$ cat config.mk
export PLATFORM = sky130hd
export DESIGN_NAME = act_fifo
export DESIGN_NICKNAME = d
export VERILOG_FILES = /design/src/design/act_pkg.sv /design/src/design/act_fifo.sv
export VERILOG_INCLUDE_DIRS = /design/src /design/src/design
export SDC_FILE = /design/constraint.sdc
export NUM_CORES = 1
export LEC_CHECK = 0
export BUFFER_PORTS_ARGS = -buffer_cell sky130_fd_sc_hd__buf_2
export CAP_MARGIN = 25
export CORE_MARGIN = 2
export CORE_UTILIZATION = 30
export DETAILED_ROUTE_END_ITERATION = 10
export SLEW_MARGIN = 20
export SYNTH_ARGS = -nofsm -noshare
export SYNTH_HDL_FRONTEND = slang
export SYNTH_SLANG_ARGS = --single-unit
$ cat constraint.sdc
create_clock -name i_clk -period 15.3 [get_ports i_clk]
set_input_delay 1.53 -clock i_clk [delete_from_list [all_inputs] [get_ports i_clk]]
set_output_delay 1.53 -clock i_clk [all_outputs]
set_load 0.02 [all_outputs]
$ cat src/design/aes128_ctr_cipher_top_assert.svh
// Assertion macros shared by the AES-128 counter mode design.
`ifndef AES128_CTR_CIPHER_TOP_ASSERT_SVH
`define AES128_CTR_CIPHER_TOP_ASSERT_SVH
// Implication checked on every clock edge outside reset.
`define ACT_ASSERT_IMP(label, clk, rst_n, ante, cons, msg) \
    label: assert property (@(posedge clk) disable iff (!rst_n) (ante) |-> (cons)) \
        else $error(msg);
// Implication checked in the cycle after the antecedent.
`define ACT_ASSERT_NEXT(label, clk, rst_n, ante, cons, msg) \
    label: assert property (@(posedge clk) disable iff (!rst_n) (ante) |=> (cons)) \
        else $error(msg);
`endif

$ cat src/design/act_pkg.sv
// Package with types, constants and AES functions for the counter mode cipher.
package act_pkg;
    typedef struct packed {
        logic [63:0] data_upper;
        logic [63:0] data_lower;
        logic        first_block;
    } t_in_item;

    typedef struct packed {
        logic [63:0] result_upper;
        logic [63:0] result_lower;
    } t_out_item;

    // Request handed from the front part to the cipher pipeline.
    typedef struct packed {
        logic [127:0] data;
        logic [127:0] ctr_block;
    } t_job;

    typedef enum logic [1:0] {
        CFG_KEY_UPPER  = 2'd0,
        CFG_KEY_LOWER  = 2'd1,
        CFG_NONCE_WORD = 2'd2
    } t_cfg_idx;

    localparam int unsigned ROUNDS = 10;
    localparam logic [7:0] XTIME_POLY = 8'h1b;

    localparam logic [7:0] SBOX [256] = '{
        8'h63,8'h7C,8'h77,8'h7B,8'hF2,8'h6B,8'h6F,8'hC5,8'h30,8'h01,8'h67,8'h2B,8'hFE,8'hD7,8'hAB,8'h76,
        8'hCA,8'h82,8'hC9,8'h7D,8'hFA,8'h59,8'h47,8'hF0,8'hAD,8'hD4,8'hA2,8'hAF,8'h9C,8'hA4,8'h72,8'hC0,
        8'hB7,8'hFD,8'h93,8'h26,8'h36,8'h3F,8'hF7,8'hCC,8'h34,8'hA5,8'hE5,8'hF1,8'h71,8'hD8,8'h31,8'h15,
        8'h04,8'hC7,8'h23,8'hC3,8'h18,8'h96,8'h05,8'h9A,8'h07,8'h12,8'h80,8'hE2,8'hEB,8'h27,8'hB2,8'h75,
        8'h09,8'h83,8'h2C,8'h1A,8'h1B,8'h6E,8'h5A,8'hA0,8'h52,8'h3B,8'hD6,8'hB3,8'h29,8'hE3,8'h2F,8'h84,
        8'h53,8'hD1,8'h00,8'hED,8'h20,8'hFC,8'hB1,8'h5B,8'h6A,8'hCB,8'hBE,8'h39,8'h4A,8'h4C,8'h58,8'hCF,
        8'hD0,8'hEF,8'hAA,8'hFB,8'h43,8'h4D,8'h33,8'h85,8'h45,8'hF9,8'h02,8'h7F,8'h50,8'h3C,8'h9F,8'hA8,
        8'h51,8'hA3,8'h40,8'h8F,8'h92,8'h9D,8'h38,8'hF5,8'hBC,8'hB6,8'hDA,8'h21,8'h10,8'hFF,8'hF3,8'hD2,
        8'hCD,8'h0C,8'h13,8'hEC,8'h5F,8'h97,8'h44,8'h17,8'hC4,8'hA7,8'h7E,8'h3D,8'h64,8'h5D,8'h19,8'h73,
        8'h60,8'h81,8'h4F,8'hDC,8'h22,8'h2A,8'h90,8'h88,8'h46,8'hEE,8'hB8,8'h14,8'hDE,8'h5E,8'h0B,8'hDB,
        8'hE0,8'h32,8'h3A,8'h0A,8'h49,8'h06,8'h24,8'h5C,8'hC2,8'hD3,8'hAC,8'h62,8'h91,8'h95,8'hE4,8'h79,
        8'hE7,8'hC8,8'h37,8'h6D,8'h8D,8'hD5,8'h4E,8'hA9,8'h6C,8'h56,8'hF4,8'hEA,8'h65,8'h7A,8'hAE,8'h08,
        8'hBA,8'h78,8'h25,8'h2E,8'h1C,8'hA6,8'hB4,8'hC6,8'hE8,8'hDD,8'h74,8'h1F,8'h4B,8'hBD,8'h8B,8'h8A,
        8'h70,8'h3E,8'hB5,8'h66,8'h48,8'h03,8'hF6,8'h0E,8'h61,8'h35,8'h57,8'hB9,8'h86,8'hC1,8'h1D,8'h9E,
        8'hE1,8'hF8,8'h98,8'h11,8'h69,8'hD9,8'h8E,8'h94,8'h9B,8'h1E,8'h87,8'hE9,8'hCE,8'h55,8'h28,8'hDF,
        8'h8C,8'hA1,8'h89,8'h0D,8'hBF,8'hE6,8'h42,8'h68,8'h41,8'h99,8'h2D,8'h0F,8'hB0,8'h54,8'hBB,8'h16
    };

    // Round constants for rounds one to ten.
    localparam logic [7:0] RCON [ROUNDS] = '{
        8'h01, 8'h02, 8'h04, 8'h08, 8'h10, 8'h20, 8'h40, 8'h80, 8'h1b, 8'h36
    };

    function automatic logic [7:0] xtime(input logic [7:0] b);
        return b[7] ? ({b[6:0], 1'b0} ^ XTIME_POLY) : {b[6:0], 1'b0};
    endfunction

    function automatic logic [31:0] sub_word(input logic [31:0] w);
        return {SBOX[w[31:24]], SBOX[w[23:16]], SBOX[w[15:8]], SBOX[w[7:0]]};
    endfunction

    // Next round key from the previous one; the state byte 0 is in bits 127:120.
    function automatic logic [127:0] next_round_key(input logic [127:0] k,
                                                    input logic [7:0] rc);
        logic [31:0] w0, w1, w2, w3, t;
        w0 = k[127:96] ^ (sub_word({k[23:0], k[31:24]}) ^ {rc, 24'h0});
        w1 = k[95:64] ^ w0;
        w2 = k[63:32] ^ w1;
        w3 = k[31:0] ^ w2;
        t  = w3;
        return {w0, w1, w2, t};
    endfunction

    // SubBytes, ShiftRows and, unless last, MixColumns.
    function automatic logic [127:0] aes_round(input logic [127:0] s, input logic last);
        logic [7:0] b [16];
        logic [7:0] t [16];
        logic [7:0] a0, a1, a2, a3, al;
        logic [127:0] r;
        for (int i = 0; i < 16; i++) begin
            b[i] = SBOX[s[127-8*i -: 8]];
        end
        for (int c = 0; c < 4; c++) begin
            for (int q = 0; q < 4; q++) begin
                t[4*c+q] = b[4*((c+q)%4)+q];
            end
        end
        for (int c = 0; c < 4; c++) begin
            a0 = t[4*c]; a1 = t[4*c+1]; a2 = t[4*c+2]; a3 = t[4*c+3];
            al = a0 ^ a1 ^ a2 ^ a3;
            if (last) begin
                r[127-32*c -: 32] = {a0, a1, a2, a3};
            end else begin
                r[127-32*c -: 32] = {a0 ^ al ^ xtime(a0 ^ a1), a1 ^ al ^ xtime(a1 ^ a2),
                                     a2 ^ al ^ xtime(a2 ^ a3), a3 ^ al ^ xtime(a3 ^ a0)};
            end
        end
        return r;
    endfunction
endpackage

$ cat src/design/act_fifo.sv
// Short two-entry queue between the front part and the cipher pipeline.
module act_fifo (
    input  logic          i_clk,
    input  logic          i_rst_n,
    input  logic          i_valid,
    output logic          o_ready,
    input  act_pkg::t_job i_job,
    output logic          o_valid,
    input  logic          i_ready,
    output act_pkg::t_job o_job
);
    import act_pkg::*;

    t_job       r_mem [2];
    logic       r_wp, r_rp;
    logic [1:0] r_cnt;
    logic       w_push, w_pop;

    assign o_ready = (r_cnt != 2'd2);
    assign o_valid = (r_cnt != 2'd0);
    assign o_job   = r_mem[r_rp];
    assign w_push  = i_valid && o_ready;
    assign w_pop   = o_valid && i_ready;

    always_ff @(posedge i_clk) begin
        if (w_push) begin
            r_mem[r_wp] <= i_job;
        end
    end

    always_ff @(posedge i_clk) begin
        if (!i_rst_n) begin
            r_wp  <= 1'b0;
            r_rp  <= 1'b0;
            r_cnt <= '0;
        end else begin
            if (w_push) r_wp <= ~r_wp;
            if (w_pop)  r_rp <= ~r_rp;
            r_cnt <= r_cnt + {1'b0, w_push} - {1'b0, w_pop};
        end
    end

    `include "aes128_ctr_cipher_top_assert.svh"
    `ACT_ASSERT_IMP(a_fifo_bound, i_clk, i_rst_n, 1'b1, r_cnt != 2'd3, "queue count out of range")
    `ACT_ASSERT_NEXT(a_fifo_ptr, i_clk, i_rst_n, 1'b1, (r_cnt == 2'd1) == (r_wp != r_rp), "queue pointers disagree with count")
endmodule

==> run_results.csv <==
group,metric,value,unit
detailed_routing,routed-via-count,9676,
floorplan,start_util,30.4,%
floorplan,num_io_pins,518,
detailed_routing,drc,0,
logic_synthesis,synthTopCellsByCount,"512 x edfxtp_1, 256 x mux2_2, 26 x buf_6, 5 x dfxtp_1, 3 x xnor2_1",
sta,hold_viol,0,
detailed_routing,wire_per_inst,18.3,µm
place,dpl.hpwl,28400,µm
floorplan,core_area,0.0618,mm²
clock_network,clkTransAtPathRegs,60,ps
critical_path,cpPeakStageDelay,850,ps
logic_synthesis,synthFlopType,"edfxtp_1",
final_layout,register_area,0.0155,mm²
logic_synthesis,synthTopCellsByArea,"edfxtp_1 82%, mux2_2 15%, buf_6 1.6%",
final_layout,drive_gt1_share,61.2,%
status,status,"completed",
clock_network,cts_resized,0,
critical_path,arrival,3890,ps
final_layout,syn_to_final_growth,27.6,%
critical_path,crit_path_max_fanout,76,
sta,worstMarginPinSlew,994,ps
clock_network,cts-buffers-inserted,54,
sta,slew_headroom,33.8,%
final_layout,fin_area,0.0240,mm²
clock_network,clk_latency,590,ps
place,port_buffers,517,
logic_synthesis,yosysTopAreaCellShare,81.8,%
place,dp_slack,10470,ps
final_layout,multi_input_area,0.00303,mm²
critical_path,cp_cell_sequence,"buf_4, buf_4, mux2_2, buf_2",
clock_network,postCtsSetupBuffers,0,
global_routing,track_usage,12.0,%
job,max_cap_viol_count,0,
place,placed_area,0.0222,mm²
detailed_routing,vias_per_cell,4.28,
sta,max_freq,184,MHz
logic_synthesis,syn_nets,1082,
floorplan,num_rows,91,
critical_path,cp_common_cell,"buf_4",
logic_synthesis,post-synth-top-area-cell,"edfxtp_1",
logic_synthesis,synth-edff-count,512,
clock_network,cts_tree,"yes",
global_routing,grt_pass1_vias,10232,
floorplan,die_y,254,µm
floorplan,die-area,0.0647,mm²
sta,setup_ws,9880,ps
global_routing,antenna_found_initial,14,
logic_synthesis,yosysMostFrequentCell,"edfxtp_1",
detailed_routing,detail_route.iter0.violations,429,
critical_path,cp-start-kind,"flop",
place,place_congestion,0.750,
critical_path,worstSetupPathType,"flop to primary output",
final_layout,final_nets,1638,
logic_synthesis,synth_cells,820,
logic_synthesis,synth-async-reset-ratio,0,%
global_routing,grt_max_degree,77,
logic_synthesis,ys_ff_latch,517,
logic_synthesis,synthesis.yosys.warnings,0,
sta,setup_viol,0,
min_path,hold_path.class,"flop to flop",
detailed_routing,drt_wl_total,41500,µm
detailed_routing,antenna_left,0,
clock_network,cts.sinks,517,
critical_path,cp.required,13770,ps
sta,fin_setup_tns,0,ps
clock_network,cts_buffer_depth,3,
sta,whs,540,ps
logic_synthesis,avgSynthCellArea,22.9,µm²
critical_path,cp-end-kind,"primary output",
global_routing,grt_pass1_wl,58700,µm
critical_path,rrSetupSlack,11720,ps
critical_path,cp_slowest_cell,"dfxtp_4",
pwr,power_density,172,mW/mm²
logic_synthesis,synth_area,0.0188,mm²
sta,fin_crit,5420,ps
global_routing,grt-ovfl-total,0,
logic_synthesis,ys_seq_area_share,82.3,%
sta,maxSlewViolCount,0,
clock_network,root_buffer,"clkbuf_16",
pwr,leakage,8.77,nW
logic_synthesis,synthDistinctLibCells,18,
pwr,ir_drop,0.000103,V
clock_network,cts_hold_buffers,0,
detailed_routing,drt_first_pass_iters,4,
sta,fin_crit_sh,35.4,%
sta,fin_skew,9.47,ps
sta,rsz0062_at_grt,"false",
final_layout,num-fill-cells,5745,
floorplan,die_w,254,µm
clock_network,htreeDepth,2,
==> final cells by class <==
| cell class | count | share of cell area, % |
|---|---|---|
| Inverter | 1 | 0.0157 |
| Clock inverter | 33 | 1.09 |
| Sequential cell | 517 | 64.5 |
| Multi-Input combinational cell | 274 | 12.6 |
| Timing Repair Buffer | 528 | 11.2 |
| Clock buffer | 65 | 6.07 |
| Antenna cell | 8 | 0.0835 |
| Tap cell | 837 | 4.37 |
==> where the power goes <==
group	internal (W)	switching [W]
logic	0.000389	0.000624
registers	0.00178	0.0000644
clock network	0.000740	0.000517
==> cells in the final DEF, fill, tap and decap left out, types with 4 or more instances in the layout <==
| cell | count |
|---|---|
| clkinv_2 | 16 |
| mux2_2 | 256 |
| edfxtp_1 | 512 |
| clkbuf_1 | 8 |
| clkinv_1 | 10 |
| clkbuf_16 | 57 |
| bufinv_16 | 4 |
| diode_2 | 8 |
| buf_4 | 10 |
| buf_2 | 517 |
| dfxtp_1 | 4 |
==> registers in the layout (all words and copies together), names as in the netlist, named ones only <==
register	flops
r_cnt	2
r_mem	512
r_rp	1
r_wp	1
==> worst paths after layout <==
kind	start	end	depth (start not counted)
worst max-delay path	flop	o_job[129]	4
worst min register to register	r_rp	flop	2
worst max register to register	r_cnt[0]	r_mem[0][134]	6
worst min-delay path	r_rp	flop	2
==> metal layers <==
layer | global-route usage [%] | part of all wire, %
met5 | 0 | 0.23
met3 | 4.97 | 9.8
met4 | 5.21 | 3.4
met2 | 21.6 | 52
met1 | 12.2 | 35
==> stage by stage <==
stage	instances	total power [W]	utilization [%]
floorplan	820	0.00265	-
global route	2261	0.00429	38.8
detailed placement	2156	0.00290	35.9
CTS	2254	0.00418	38.7
global placement	2156	0.00289	35.9
finish	2263	0.00412	38.8
==> logic make-up (layout without fill, tap and decap cells) <==
family | Yosys count | after routing | share of synthesized area [%]
AOI/OAI and AO/OA | 1 | 1 | 0.0400
xor gates and xnor gates | 3 | 3 | 0.140
adders and majority gates | 2 | 2 | 0.133
buffers and inverters | 29 | 627 | 1.64
DFF | 517 | 517 | 82.3
muxes | 257 | 257 | 15.4
other | 0 | 8 | 0
and+or+nand+nor | 11 | 11 | 0.326
==> worst max-delay path, delay by kind of cell (launching register included) <==
family   cells  cell delay, ps
flops        1             850
buf+inv      3            1780
mux          1             420
(Power assumes the default switching activity.)
