[config.mk]
export PLATFORM = sky130hd
export DESIGN_NAME = act_front
export DESIGN_NICKNAME = d
export VERILOG_FILES = /design/src/design/act_pkg.sv /design/src/design/act_front.sv
export VERILOG_INCLUDE_DIRS = /design/src /design/src/design
export SDC_FILE = /design/constraint.sdc
export NUM_CORES = 1
export LEC_CHECK = 0
export BUFFER_PORTS_ARGS = -buffer_cell sky130_fd_sc_hd__buf_2
export CAP_MARGIN = 20
export CORE_AREA = 2 2 177 179
export DETAILED_ROUTE_END_ITERATION = 8
export DIE_AREA = 0 0 179 181
export GPL_TIMING_DRIVEN = 0
export PLACE_DENSITY_LB_ADDON = 0.3
export SETUP_SLACK_MARGIN = 0.4
export SYNTH_ARGS = -nofsm -noshare
export SYNTH_HDL_FRONTEND = slang
export SYNTH_SLANG_ARGS = --single-unit
[constraint.sdc]
create_clock -name i_clk -period 3.25 [get_ports i_clk]
set_clock_uncertainty 0.15 [all_clocks]
set_input_delay 0.325 -clock i_clk [delete_from_list [all_inputs] [get_ports i_clk]]
set_output_delay 0.325 -clock i_clk [all_outputs]
set_load 0.01 [all_outputs]
[src/design/aes128_ctr_cipher_top_assert.svh]
// Assertion macros shared by the AES-128 counter mode design.
`ifndef AES128_CTR_CIPHER_TOP_ASSERT_SVH
`define AES128_CTR_CIPHER_TOP_ASSERT_SVH
// Implication checked on every clock edge outside reset.
`define ACT_ASSERT_IMP(label, clk, rst_n, ante, cons, msg) \
    label: assert property (@(posedge clk) disable iff (!rst_n) (ante) |-> (cons)) \
        else $error(msg);
// Implication checked in the cycle after the antecedent.
`define ACT_ASSERT_NEXT(label, clk, rst_n, ante, cons, msg) \
    label: assert property (@(posedge clk) disable iff (!rst_n) (ante) |=> (cons)) \
        else $error(msg);
`endif

[src/design/act_pkg.sv]
// Package with types, constants and AES functions for the counter mode cipher.
package act_pkg;
    typedef struct packed {
        logic [63:0] data_upper;
        logic [63:0] data_lower;
        logic        first_block;
    } t_in_item;

    typedef struct packed {
        logic [63:0] result_upper;
        logic [63:0] result_lower;
    } t_out_item;

    // Request handed from the front part to the cipher pipeline.
    typedef struct packed {
        logic [127:0] data;
        logic [127:0] ctr_block;
    } t_job;

    typedef enum logic [1:0] {
        CFG_KEY_UPPER  = 2'd0,
        CFG_KEY_LOWER  = 2'd1,
        CFG_NONCE_WORD = 2'd2
    } t_cfg_idx;

    localparam int unsigned ROUNDS = 10;
    localparam logic [7:0] XTIME_POLY = 8'h1b;

    localparam logic [7:0] SBOX [256] = '{
        8'h63,8'h7C,8'h77,8'h7B,8'hF2,8'h6B,8'h6F,8'hC5,8'h30,8'h01,8'h67,8'h2B,8'hFE,8'hD7,8'hAB,8'h76,
        8'hCA,8'h82,8'hC9,8'h7D,8'hFA,8'h59,8'h47,8'hF0,8'hAD,8'hD4,8'hA2,8'hAF,8'h9C,8'hA4,8'h72,8'hC0,
        8'hB7,8'hFD,8'h93,8'h26,8'h36,8'h3F,8'hF7,8'hCC,8'h34,8'hA5,8'hE5,8'hF1,8'h71,8'hD8,8'h31,8'h15,
        8'h04,8'hC7,8'h23,8'hC3,8'h18,8'h96,8'h05,8'h9A,8'h07,8'h12,8'h80,8'hE2,8'hEB,8'h27,8'hB2,8'h75,
        8'h09,8'h83,8'h2C,8'h1A,8'h1B,8'h6E,8'h5A,8'hA0,8'h52,8'h3B,8'hD6,8'hB3,8'h29,8'hE3,8'h2F,8'h84,
        8'h53,8'hD1,8'h00,8'hED,8'h20,8'hFC,8'hB1,8'h5B,8'h6A,8'hCB,8'hBE,8'h39,8'h4A,8'h4C,8'h58,8'hCF,
        8'hD0,8'hEF,8'hAA,8'hFB,8'h43,8'h4D,8'h33,8'h85,8'h45,8'hF9,8'h02,8'h7F,8'h50,8'h3C,8'h9F,8'hA8,
        8'h51,8'hA3,8'h40,8'h8F,8'h92,8'h9D,8'h38,8'hF5,8'hBC,8'hB6,8'hDA,8'h21,8'h10,8'hFF,8'hF3,8'hD2,
        8'hCD,8'h0C,8'h13,8'hEC,8'h5F,8'h97,8'h44,8'h17,8'hC4,8'hA7,8'h7E,8'h3D,8'h64,8'h5D,8'h19,8'h73,
        8'h60,8'h81,8'h4F,8'hDC,8'h22,8'h2A,8'h90,8'h88,8'h46,8'hEE,8'hB8,8'h14,8'hDE,8'h5E,8'h0B,8'hDB,
        8'hE0,8'h32,8'h3A,8'h0A,8'h49,8'h06,8'h24,8'h5C,8'hC2,8'hD3,8'hAC,8'h62,8'h91,8'h95,8'hE4,8'h79,
        8'hE7,8'hC8,8'h37,8'h6D,8'h8D,8'hD5,8'h4E,8'hA9,8'h6C,8'h56,8'hF4,8'hEA,8'h65,8'h7A,8'hAE,8'h08,
        8'hBA,8'h78,8'h25,8'h2E,8'h1C,8'hA6,8'hB4,8'hC6,8'hE8,8'hDD,8'h74,8'h1F,8'h4B,8'hBD,8'h8B,8'h8A,
        8'h70,8'h3E,8'hB5,8'h66,8'h48,8'h03,8'hF6,8'h0E,8'h61,8'h35,8'h57,8'hB9,8'h86,8'hC1,8'h1D,8'h9E,
        8'hE1,8'hF8,8'h98,8'h11,8'h69,8'hD9,8'h8E,8'h94,8'h9B,8'h1E,8'h87,8'hE9,8'hCE,8'h55,8'h28,8'hDF,
        8'h8C,8'hA1,8'h89,8'h0D,8'hBF,8'hE6,8'h42,8'h68,8'h41,8'h99,8'h2D,8'h0F,8'hB0,8'h54,8'hBB,8'h16
    };

    // Round constants for rounds one to ten.
    localparam logic [7:0] RCON [ROUNDS] = '{
        8'h01, 8'h02, 8'h04, 8'h08, 8'h10, 8'h20, 8'h40, 8'h80, 8'h1b, 8'h36
    };

    function automatic logic [7:0] xtime(input logic [7:0] b);
        return b[7] ? ({b[6:0], 1'b0} ^ XTIME_POLY) : {b[6:0], 1'b0};
    endfunction

    function automatic logic [31:0] sub_word(input logic [31:0] w);
        return {SBOX[w[31:24]], SBOX[w[23:16]], SBOX[w[15:8]], SBOX[w[7:0]]};
    endfunction

    // Next round key from the previous one; the state byte 0 is in bits 127:120.
    function automatic logic [127:0] next_round_key(input logic [127:0] k,
                                                    input logic [7:0] rc);
        logic [31:0] w0, w1, w2, w3, t;
        w0 = k[127:96] ^ (sub_word({k[23:0], k[31:24]}) ^ {rc, 24'h0});
        w1 = k[95:64] ^ w0;
        w2 = k[63:32] ^ w1;
        w3 = k[31:0] ^ w2;
        t  = w3;
        return {w0, w1, w2, t};
    endfunction

    // SubBytes, ShiftRows and, unless last, MixColumns.
    function automatic logic [127:0] aes_round(input logic [127:0] s, input logic last);
        logic [7:0] b [16];
        logic [7:0] t [16];
        logic [7:0] a0, a1, a2, a3, al;
        logic [127:0] r;
        for (int i = 0; i < 16; i++) begin
            b[i] = SBOX[s[127-8*i -: 8]];
        end
        for (int c = 0; c < 4; c++) begin
            for (int q = 0; q < 4; q++) begin
                t[4*c+q] = b[4*((c+q)%4)+q];
            end
        end
        for (int c = 0; c < 4; c++) begin
            a0 = t[4*c]; a1 = t[4*c+1]; a2 = t[4*c+2]; a3 = t[4*c+3];
            al = a0 ^ a1 ^ a2 ^ a3;
            if (last) begin
                r[127-32*c -: 32] = {a0, a1, a2, a3};
            end else begin
                r[127-32*c -: 32] = {a0 ^ al ^ xtime(a0 ^ a1), a1 ^ al ^ xtime(a1 ^ a2),
                                     a2 ^ al ^ xtime(a2 ^ a3), a3 ^ al ^ xtime(a3 ^ a0)};
            end
        end
        return r;
    endfunction
endpackage

[src/design/act_front.sv]
// Front part: accepts data requests, keeps the block counter, forms counter blocks.
module act_front (
    input  logic              i_clk,
    input  logic              i_rst_n,
    input  logic [63:0]       i_nonce,
    input  logic              i_valid,
    output logic              o_ready,
    input  act_pkg::t_in_item i_item,
    output logic              o_job_valid,
    input  logic              i_job_ready,
    output act_pkg::t_job     o_job
);
    import act_pkg::*;

    logic [63:0] r_counter, n_counter, w_ctr;
    logic        w_take;

    assign o_ready     = i_job_ready;
    assign o_job_valid = i_valid;
    assign w_take      = i_valid && i_job_ready;
    assign w_ctr       = i_item.first_block ? 64'd0 : r_counter;
    assign o_job.data      = {i_item.data_upper, i_item.data_lower};
    assign o_job.ctr_block = {i_nonce, w_ctr};
    assign n_counter   = w_ctr + 64'd1;

    always_ff @(posedge i_clk) begin
        if (!i_rst_n) begin
            r_counter <= '0;
        end else if (w_take) begin
            r_counter <= n_counter;
        end
    end

    `include "aes128_ctr_cipher_top_assert.svh"
    `ACT_ASSERT_NEXT(a_ctr_step, i_clk, i_rst_n, w_take, r_counter == $past(w_ctr) + 64'd1, "counter did not advance")
    `ACT_ASSERT_NEXT(a_ctr_hold, i_clk, i_rst_n, !w_take, $stable(r_counter), "counter moved without a request")
    `ACT_ASSERT_IMP(a_first_zero, i_clk, i_rst_n, i_valid && i_item.first_block, o_job.ctr_block[63:0] == 64'd0, "first block counter not zero")
endmodule

==> results of run 1 <==
-- power by group --
part,switching (uW),internal (uW),total [uW],leakage [uW]
Sequential,0.948,786,787,0.000515
Clock,377,692,1070,0.000152
Combinational,217,252,469,0.00299
Total,595,1730,2320,0.00366
-- cell type report --
| type | count | share of cell area |
|---|---|---|
| well taps | 396 | 0.0618 |
| multi-input cells | 455 | 0.357 |
| plain buffers | 228 | 0.207 |
| inverters | 3 | 0.00141 |
| flip-flops and latches | 64 | 0.160 |
| repair buffers | 271 | 0.173 |
| clock buffers | 11 | 0.0303 |
| clock inverters | 5 | 0.00999 |
-- logic make-up after synthesis --
family | after synthesis | synth area share
multiplexers | 8 | 0.0142
adder cells (fa/ha/maj) | 1 | 0.00219
buffers and inverters | 231 | 0.284
AND/OR/NAND/NOR | 338 | 0.343
XOR/XNOR | 15 | 0.0230
AO/OA/AOI/OAI | 93 | 0.110
flip-flops | 64 | 0.224
-- through the flow --
stage           util  total power, uW  worst slack (ps)  instances  setup TNS, ps
2_1_floorplan      -             1100               426        750              0
3_3_place_gp   0.248             1270              -779       1408         -16080
3_5_place_dp   0.248             1270              -837       1408         -17010
4_1_cts        0.262             2340               411       1428              0
5_1_grt        0.264             2410               358       1433              0
6_report       0.264             2320               475       1433              0
-- per-layer routing --
layer  routed length, microns  GRT usage  vias to the layer above
met3                     2000     0.0210                       34
met2                    11700      0.246                      366
li1                         -          -                     3005
met5                        0          0                        -
met4                      663     0.0494                        0
met1                     8810      0.154                     2911
-- cell usage after synthesis, types with 12 or more instances --
master      n  share of area
buf_4     194           0.25
clkbuf_1   26          0.017
xnor2_1    12          0.018
nand2_1    79          0.052
nor2b_1    62          0.068
nand4_1    36          0.039
a21oi_1    33          0.029
dfxtp_1    64           0.22
nand3_1    28          0.025
nor4_1     13          0.014
nor3_1     13          0.011
nor2_1     35          0.023
-- worst max-delay path: stages --
cell and delay (ps):
buf_2 120, buf_6 150, buf_6 160, clkbuf_8 190
buf_4 190, buf_8 160, nor2b_2 130, ha_2 200
nand2_2 100, nor2_4 180, nand4_1 140, buf_6 180
buf_4 130, a2111o_1 370, a21oi_1 150
-- what timing repair did --
action                                  in CTS  in global routing
endpoints found under the setup margin      85                 26
gates resized for setup                     19                 11
cloned                                       1                  0
setup buffers                                3                  5
pin swaps                                    1                  2
-- how the worst max path moves through the flow --
stage / start / endpoint / cells after the start
final: i_item[0] / r_counter[56] / 15
after global routing: i_item[0] / r_counter[56] / 15
after CTS: i_item[0] / r_counter[44] / 15
after detailed placement: i_item[0] / r_counter[52] / 15
after global placement: i_item[0] / r_counter[52] / 15
after floorplan: i_item[0] / r_counter[52] / 14
==> results.cfg, run 1 <==
[floorplanning]
core_area_sq_um = 30300
ios = 455
die-width_microns = 179
die_y_microns = 181
die-area_sq_um = 32400
row_count = 64
initial_core_util = 0.188

[placed_design]
post_dp_cell_area_sq_um = 7540
post-dp-hpwl_mm = 18.2
portBuffers = 262
place.gp.congestion = 0.867

[synthesis]
ys_ff_latch = 64
synth.avg_cell_area_sq_um = 7.63
async_flop_share = 0
yosys_warnings = 0
syn_inst = 750
synth_flop_cell = dfxtp_1
synth.distinct_cells = 65
synth_edf_count = 0
synth_area_sq_um = 5720
synth_fp_nets = 948
yosysSeqAreaShare = 0.224

[min_path]
whs_path_depth = 4
hp-start = i_rst_n
hold_path_class = primary input to register
hold_end = r_counter[32]

[worst_setup_path]
reg2reg_slack_ps = 510
r2r_end = r_counter[39]
reg2reg_depth = 5
start_kind = primary input
cp.arrival_ps = 2890
path_max_fanout = 10
end_kind = register
worstReg2RegStart = r_counter[2]
worstSetupPathType = primary input to register
required_ps = 3360

[route]
routed_wirelength_mm = 23.2
vias = 6316
firstDrtPassIters = 7
drc = 0
vias_per_cell = 4.41
wl_per_cell_microns = 16.2
drt_iter0_drc = 476
antenna_left = 0

[clock_tree]
clock-root-buffer = clkbuf_16
clkSinkCount = 64
cts.reportedPaths.clkPinSlew_ps = 60
cts_inserted_buffers = 9
cts_tree = done
clock_latency_ps = 330
hold_buffers = 0
clock_path_buffers = 2
htreeDepth = 3

[run]
cap_violations = 0

[global_route]
grt_overflow_total = 0
grt_max_degree = 12
antenna_found_initial = 0
grt_pass1_wl_mm = 33.4
grt_usage = 0.134
grt_pass1_vias = 5786

[final_layout]
layout_common_cells = buf_2, buf_4, nand2_1, dfxtp_1, nor2b_1
final_common_cell = buf_2
regArea_sq_um = 1280
postLayoutCellArea_sq_um = 8010
drive_gt1_frac = 0.517
largestRegisters = r_counter: 64 flops
largest_reg_flops = 64
antennaDiodeCount = 0
regMostFlops = r_counter
fill_cells = 3344
area_delta_synth_final_pct = 40.1
multi_input_area_sq_um = 2860
finalNetCount = 1230

[sta]
rsz0062_at_grt = yes
setup_violations = 0
drv_slew = 0
max-slew-margin-rel = 0.392
hold_viol_final = 0
whs_ps = 297
post-route-min-period_ps = 2780
tightestPinTransition_ps = 913
clock.fmax_mhz = 360
finalCritPeriodShare = 0.854

[power]
vdd.ir_drop.worst_mv = 0.236
p_leak_uw = 0.00366
cellPowerDensity_nw_per_um2 = 290

[status]
status = finished, final reports clean
Power figures use the tool's default switching activity.
==> run 2, diff against run 1 <==
--- a/config.mk
+++ b/config.mk
@@ -8,9 +8,11 @@
 export LEC_CHECK = 0
 export BUFFER_PORTS_ARGS = -buffer_cell sky130_fd_sc_hd__buf_2
 export CAP_MARGIN = 20
-export CORE_AREA = 2 2 177 179
+export CELL_PAD_IN_SITES_DETAIL_PLACEMENT = 1
+export CELL_PAD_IN_SITES_GLOBAL_PLACEMENT = 2
+export CORE_AREA = 2 2 178 180
 export DETAILED_ROUTE_END_ITERATION = 8
-export DIE_AREA = 0 0 179 181
+export DIE_AREA = 0 0 180 182
 export GPL_TIMING_DRIVEN = 0
 export PLACE_DENSITY_LB_ADDON = 0.3
 export SETUP_SLACK_MARGIN = 0.4
==> run 2 against run 1 <==
Compared with the run above: routed wire length up 8.4%; setup slack better by 64 ps; first-iteration DRC count down 47%; fmax up 2.4%; register-to-register slack better by 140 ps; hold slack better by 16 ps; via count down 1.4%; sequential share of layout area down 0.089 points; die area up 1.1%; cell area up 0.56%; critical path depth unchanged; clock-buffer cell count down 2; largest cell class unchanged; largest power group unchanged.
==> results.cfg, run 2 (synthesis gave the netlist of run 1 again) <==
[clock_tree]
clock_path_buffers = 2
clock-root-buffer = clkbuf_16
htreeDepth = 3
cts_tree = done
cts_inserted_buffers = 9
clkSinkCount = 64
clock_latency_ps = 350
hold_buffers = 0
cts.reportedPaths.clkPinSlew_ps = 60

[worst_setup_path]
worstSetupPathType = primary input to register
end_kind = register
reg2reg_depth = 5
path_max_fanout = 10
cp.arrival_ps = 2850
required_ps = 3380
reg2reg_slack_ps = 650
start_kind = primary input
worstReg2RegStart = r_counter[9]
r2r_end = r_counter[39]

[floorplanning]
die-area_sq_um = 32800
die-width_microns = 180
row_count = 65
core_area_sq_um = 31000
initial_core_util = 0.185
die_y_microns = 182
ios = 455

[run]
cap_violations = 0

[min_path]
hold_path_class = primary input to register
whs_path_depth = 4
hold_end = r_counter[32]
hp-start = i_rst_n

[final_layout]
final_cells = 1438
largest_reg_flops = 64
drive_gt1_frac = 0.521
final_common_cell = buf_2
layout_common_cells = buf_2, buf_4, nand2_1, dfxtp_1, nor2b_1
largestRegisters = r_counter: 64 flops
final_core_util = 0.260
regMostFlops = r_counter
area_delta_synth_final_pct = 40.9
antennaDiodeCount = 0
finalNetCount = 1229

[placed_design]
dp.cells = 1414
place_worst_setup_slack_ps = -975
place.gp.congestion = 0.791
portBuffers = 262
post-dp-hpwl_mm = 19.9

[route]
firstDrtPassIters = 4
drc = 0
drt_iter0_drc = 251
wl_per_cell_microns = 17.5
vias = 6230
antenna_left = 0
vias_per_cell = 4.33
routed_wirelength_mm = 25.1

[global_route]
grt_overflow_total = 0
grt_pass1_wl_mm = 37.0
grt_usage = 0.148
grt_pass1_vias = 6137
antenna_found_initial = 0
grt_max_degree = 13

[power]
p_leak_uw = 0.00368
p_comb_frac = 0.202
seqPwrFrac = 0.334
p_int_uw = 1710
vdd.ir_drop.worst_mv = 0.189
switching_share = 0.273
pwr-share-clk = 0.464
switching_power_uw = 643
cellPowerDensity_nw_per_um2 = 292

[sta]
tightestPinTransition_ps = 859
setup_violations = 0
setup_slack_ps = 538
rsz0062_at_grt = yes
max-slew-margin-rel = 0.428
drv_slew = 0
clock.fmax_mhz = 369
post-route-min-period_ps = 2710
finalCritPeriodShare = 0.834
hold_viol_final = 0
fin_tns_setup_ps = 0

[status]
status = finished, final reports clean
==> run 2: worst max-delay path by stage <==
stage / from / endpoint / slack [ps]
final: i_item[0] / r_counter[56] / 540
after global placement: i_item[0] / r_counter[50] / -980
after global routing: i_item[0] / r_counter[62] / 390
after floorplan: i_item[0] / r_counter[52] / 430
after CTS: i_item[0] / r_counter[58] / 400
after detailed placement: i_item[0] / r_counter[52] / -980
==> run 2: metrics by stage <==
| stage | hold WS [ps] | instance area, sq um | power (uW) |
|---|---|---|---|
| detailed placement | 345 | 7550 | 1280 |
| finish | 313 | 8060 | 2350 |
| global placement | 343 | 7550 | 1280 |
| floorplan | 306 | 5730 | 1100 |
| global route | 354 | 8060 | 2440 |
| CTS | 309 | 8000 | 2390 |
==> run 2: area by class of cell <==
type / count / area, sq um
plain buffers: 228 / 1680
clock buffers: 9 / 225
clock inverters: 7 / 96.3
fillers: 3838 / 22900
inverters: 3 / 11.3
multi-input cells: 455 / 2890
flip-flops and latches: 64 / 1280
well taps: 402 / 503
repair buffers: 270 / 1380
==> run 2: worst max-delay path, stage by stage <==
cell and delay (ps):
buf_2 130, buf_6 160, buf_6 160, buf_8 160, buf_4 180, buf_4 180
nor2b_4 140, ha_4 170, nand2_2 110, nor2_4 170, nand4_1 140, buf_6 170
buf_4 130, a2111o_1 380, a21oi_1 140
==> run 2: metal layers <==
| layer | routed length [microns] | vias to the layer above | global-route usage |
|---|---|---|---|
| li1 | - | 2994 | - |
| met1 | 10600 | 2951 | 0.179 |
| met2 | 12600 | 263 | 0.263 |
| met3 | 1470 | 22 | 0.0235 |
| met4 | 512 | 0 | 0.0530 |
| met5 | 0 | - | 0 |
==> run 2: repair_timing <==
action / in CTS / in global routing
pin swaps: 2 / 3
gates cloned: 1 / 0
gates resized for setup: 24 / 20
setup buffers: 5 / 2
endpoints found under the setup margin: 88 / 46
==> run 2: power by group through the flow <==
stage | Combinational [uW] | Sequential [uW] | Clock (uW)
after floorplan | 300 | 804 | 0
after global placement | 472 | 804 | 0
after detailed placement | 477 | 804 | 0
after CTS | 482 | 786 | 1120
after global routing | 511 | 786 | 1150
final | 475 | 786 | 1090
==> run 3, diff against run 2 <==
==> constraint.sdc (replaced) <==
create_clock -name i_clk -period 2.6 [get_ports i_clk]
set_clock_uncertainty 0.15 [all_clocks]
set_input_delay 0.26 -clock i_clk [delete_from_list [all_inputs] [get_ports i_clk]]
set_output_delay 0.26 -clock i_clk [all_outputs]
set_load 0.01 [all_outputs]
==> run 3 against run 2 <==
Compared with the run above: routed wire length grew 3.9%; global-route usage up 0.32 points; critical endpoint is now r_counter[52]; largest cell class unchanged; highest routed layer unchanged; die area unchanged.
==> results.cfg, run 3 (synthesis gave the netlist of run 1 again) <==
[final_layout]
regMostFlops = r_counter
area_delta_synth_final_pct = 56.4
finalNetCount = 1273
largest_reg_flops = 64
largestRegisters = r_counter: 64 flops
final_common_cell = buf_2
antennaDiodeCount = 0
drive_gt1_frac = 0.610
layout_common_cells = buf_2, buf_4, nand2_1, nor2b_1, dfxtp_1

[floorplanning]
die_y_microns = 182
initial_core_util = 0.185
die-width_microns = 180
row_count = 65
ios = 455
core_area_sq_um = 31000
die-area_sq_um = 32800

[route]
vias_per_cell = 4.38
wl_per_cell_microns = 17.6
antenna_left = 0
route.met2.wl_mm = 13.2
routed.top_layer = met4
wl_met3_mm = 1.62
vias = 6495
drc = 0
drt_iter0_drc = 242
firstDrtPassIters = 4
m1WireLength_mm = 10.9
routed_wirelength_mm = 26.1

[global_route]
grt_max_degree = 11
grt_pass1_wl_mm = 38.0
grt_pass1_vias = 6245
grt_usage = 0.151
grt_overflow_total = 0
antenna_found_initial = 0

[sta]
hold_viol_final = 0
post-route-min-period_ps = 2280
tightestPinTransition_ps = 769
max-slew-margin-rel = 0.487
clock.fmax_mhz = 438
setup_violations = 0
rsz0062_at_grt = yes
finalCritPeriodShare = 0.878
whs_ps = 224
drv_slew = 0

[power]
p_int_uw = 2110
power_uw = 2890
pwr-share-clk = 0.445
p_comb_frac = 0.216
vdd.ir_drop.worst_mv = 0.270
p_leak_uw = 0.00419
seqPwrFrac = 0.338
cellPowerDensity_nw_per_um2 = 324
switching_power_uw = 782
switching_share = 0.270

[clock_tree]
clkSinkCount = 64
cts.reportedPaths.clkPinSlew_ps = 60
htreeDepth = 3
cts_tree = done
hold_buffers = 0
clock_path_buffers = 2
cts_inserted_buffers = 9
clock-root-buffer = clkbuf_16
clock_latency_ps = 350

[worst_setup_path]
required_ps = 2660
end_kind = register
cp.arrival_ps = 2340
start_kind = primary input
path_max_fanout = 5
worstSetupPathType = primary input to register

[run]
cap_violations = 0

[min_path]
hold_path_class = primary input to register

[status]
status = finished, final reports clean

[placed_design]
post-dp-hpwl_mm = 19.6
portBuffers = 262
place.gp.congestion = 0.761
run 3: cell count changes in the layout (fill, tap and decap cells not counted), moves of 5 or more:
cell,delta
buf_4,+35
dfxtp_1,-25
dfxtp_2,+21
clkbuf_1,-8
nor4_1,-8
clkbuf_2,+6
nor3_1,-6
a21oi_1,-5
a21oi_2,+5
buf_12,+5
nor4_4,+5
run 3: worst paths after layout:
path,start,end,slack (ps),depth (start not counted)
worst max-delay path,i_item[0],r_counter[52],320,16
worst min register to register,r_counter[46],r_counter[46],370,2
worst max register to register,r_counter[44],r_counter[61],370,5
worst min-delay path,i_rst_n,r_counter[32],220,4
run 3: metal layers:
layer	GRT usage	vias to the layer above
li1	-	3088
met1	0.189	3093
met2	0.265	295
met3	0.0269	19
met4	0.0410	0
met5	0	-
run 3: power by group through the flow:
stage	clock, uW	combinational (uW)	sequential, uW
2_1_floorplan	0	383	1000
3_5_place_dp	0	603	1010
5_1_grt	1360	670	979
6_report	1290	626	979
3_3_place_gp	0	598	1010
4_1_cts	1320	632	983
run 3: what timing repair did:
item / in CTS / in global routing
endpoints found under the hold margin: 0 / 0
cloned: 2 / 1
pin swaps: 15 / 15
resized for setup: 65 / 75
setup buffers: 29 / 20
setup endpoints to repair: 107 / 55
run 3: worst max-delay path, stage by stage:
cell       delay (ps)
buf_8             100
buf_12            120
buf_12            120
clkbuf_16         130
clkbuf_16         140
clkbuf_16         140
nor2b_4           130
ha_4              170
nand2_4            80
nor2_4            160
and4_4            250
buf_8             130
buf_12            100
buf_8             110
a31o_4            140
a21oi_2            50
run 3: metrics by stage:
stage,TNS [ps],instance area (sq um),std cells,util,setup WS (ps)
2_1_floorplan,0,5880,750,-,201
3_3_place_gp,-20770,7690,1414,0.248,-652
3_5_place_dp,-20780,7690,1414,0.248,-641
4_1_cts,0,8550,1461,0.276,304
5_1_grt,0,8940,1482,0.289,217
6_report,0,8940,1482,0.289,317
run 3: final cells by class:
class                      count  area, sq um
buffer                       228         1780
clock buffer                  13          260
clock inverter                 3         40.0
fill                        3797        22000
inverter                       3         11.3
multi-input combinational    455         3220
sequential                    64         1320
tap                          402          503
timing repair buffer         314         1810
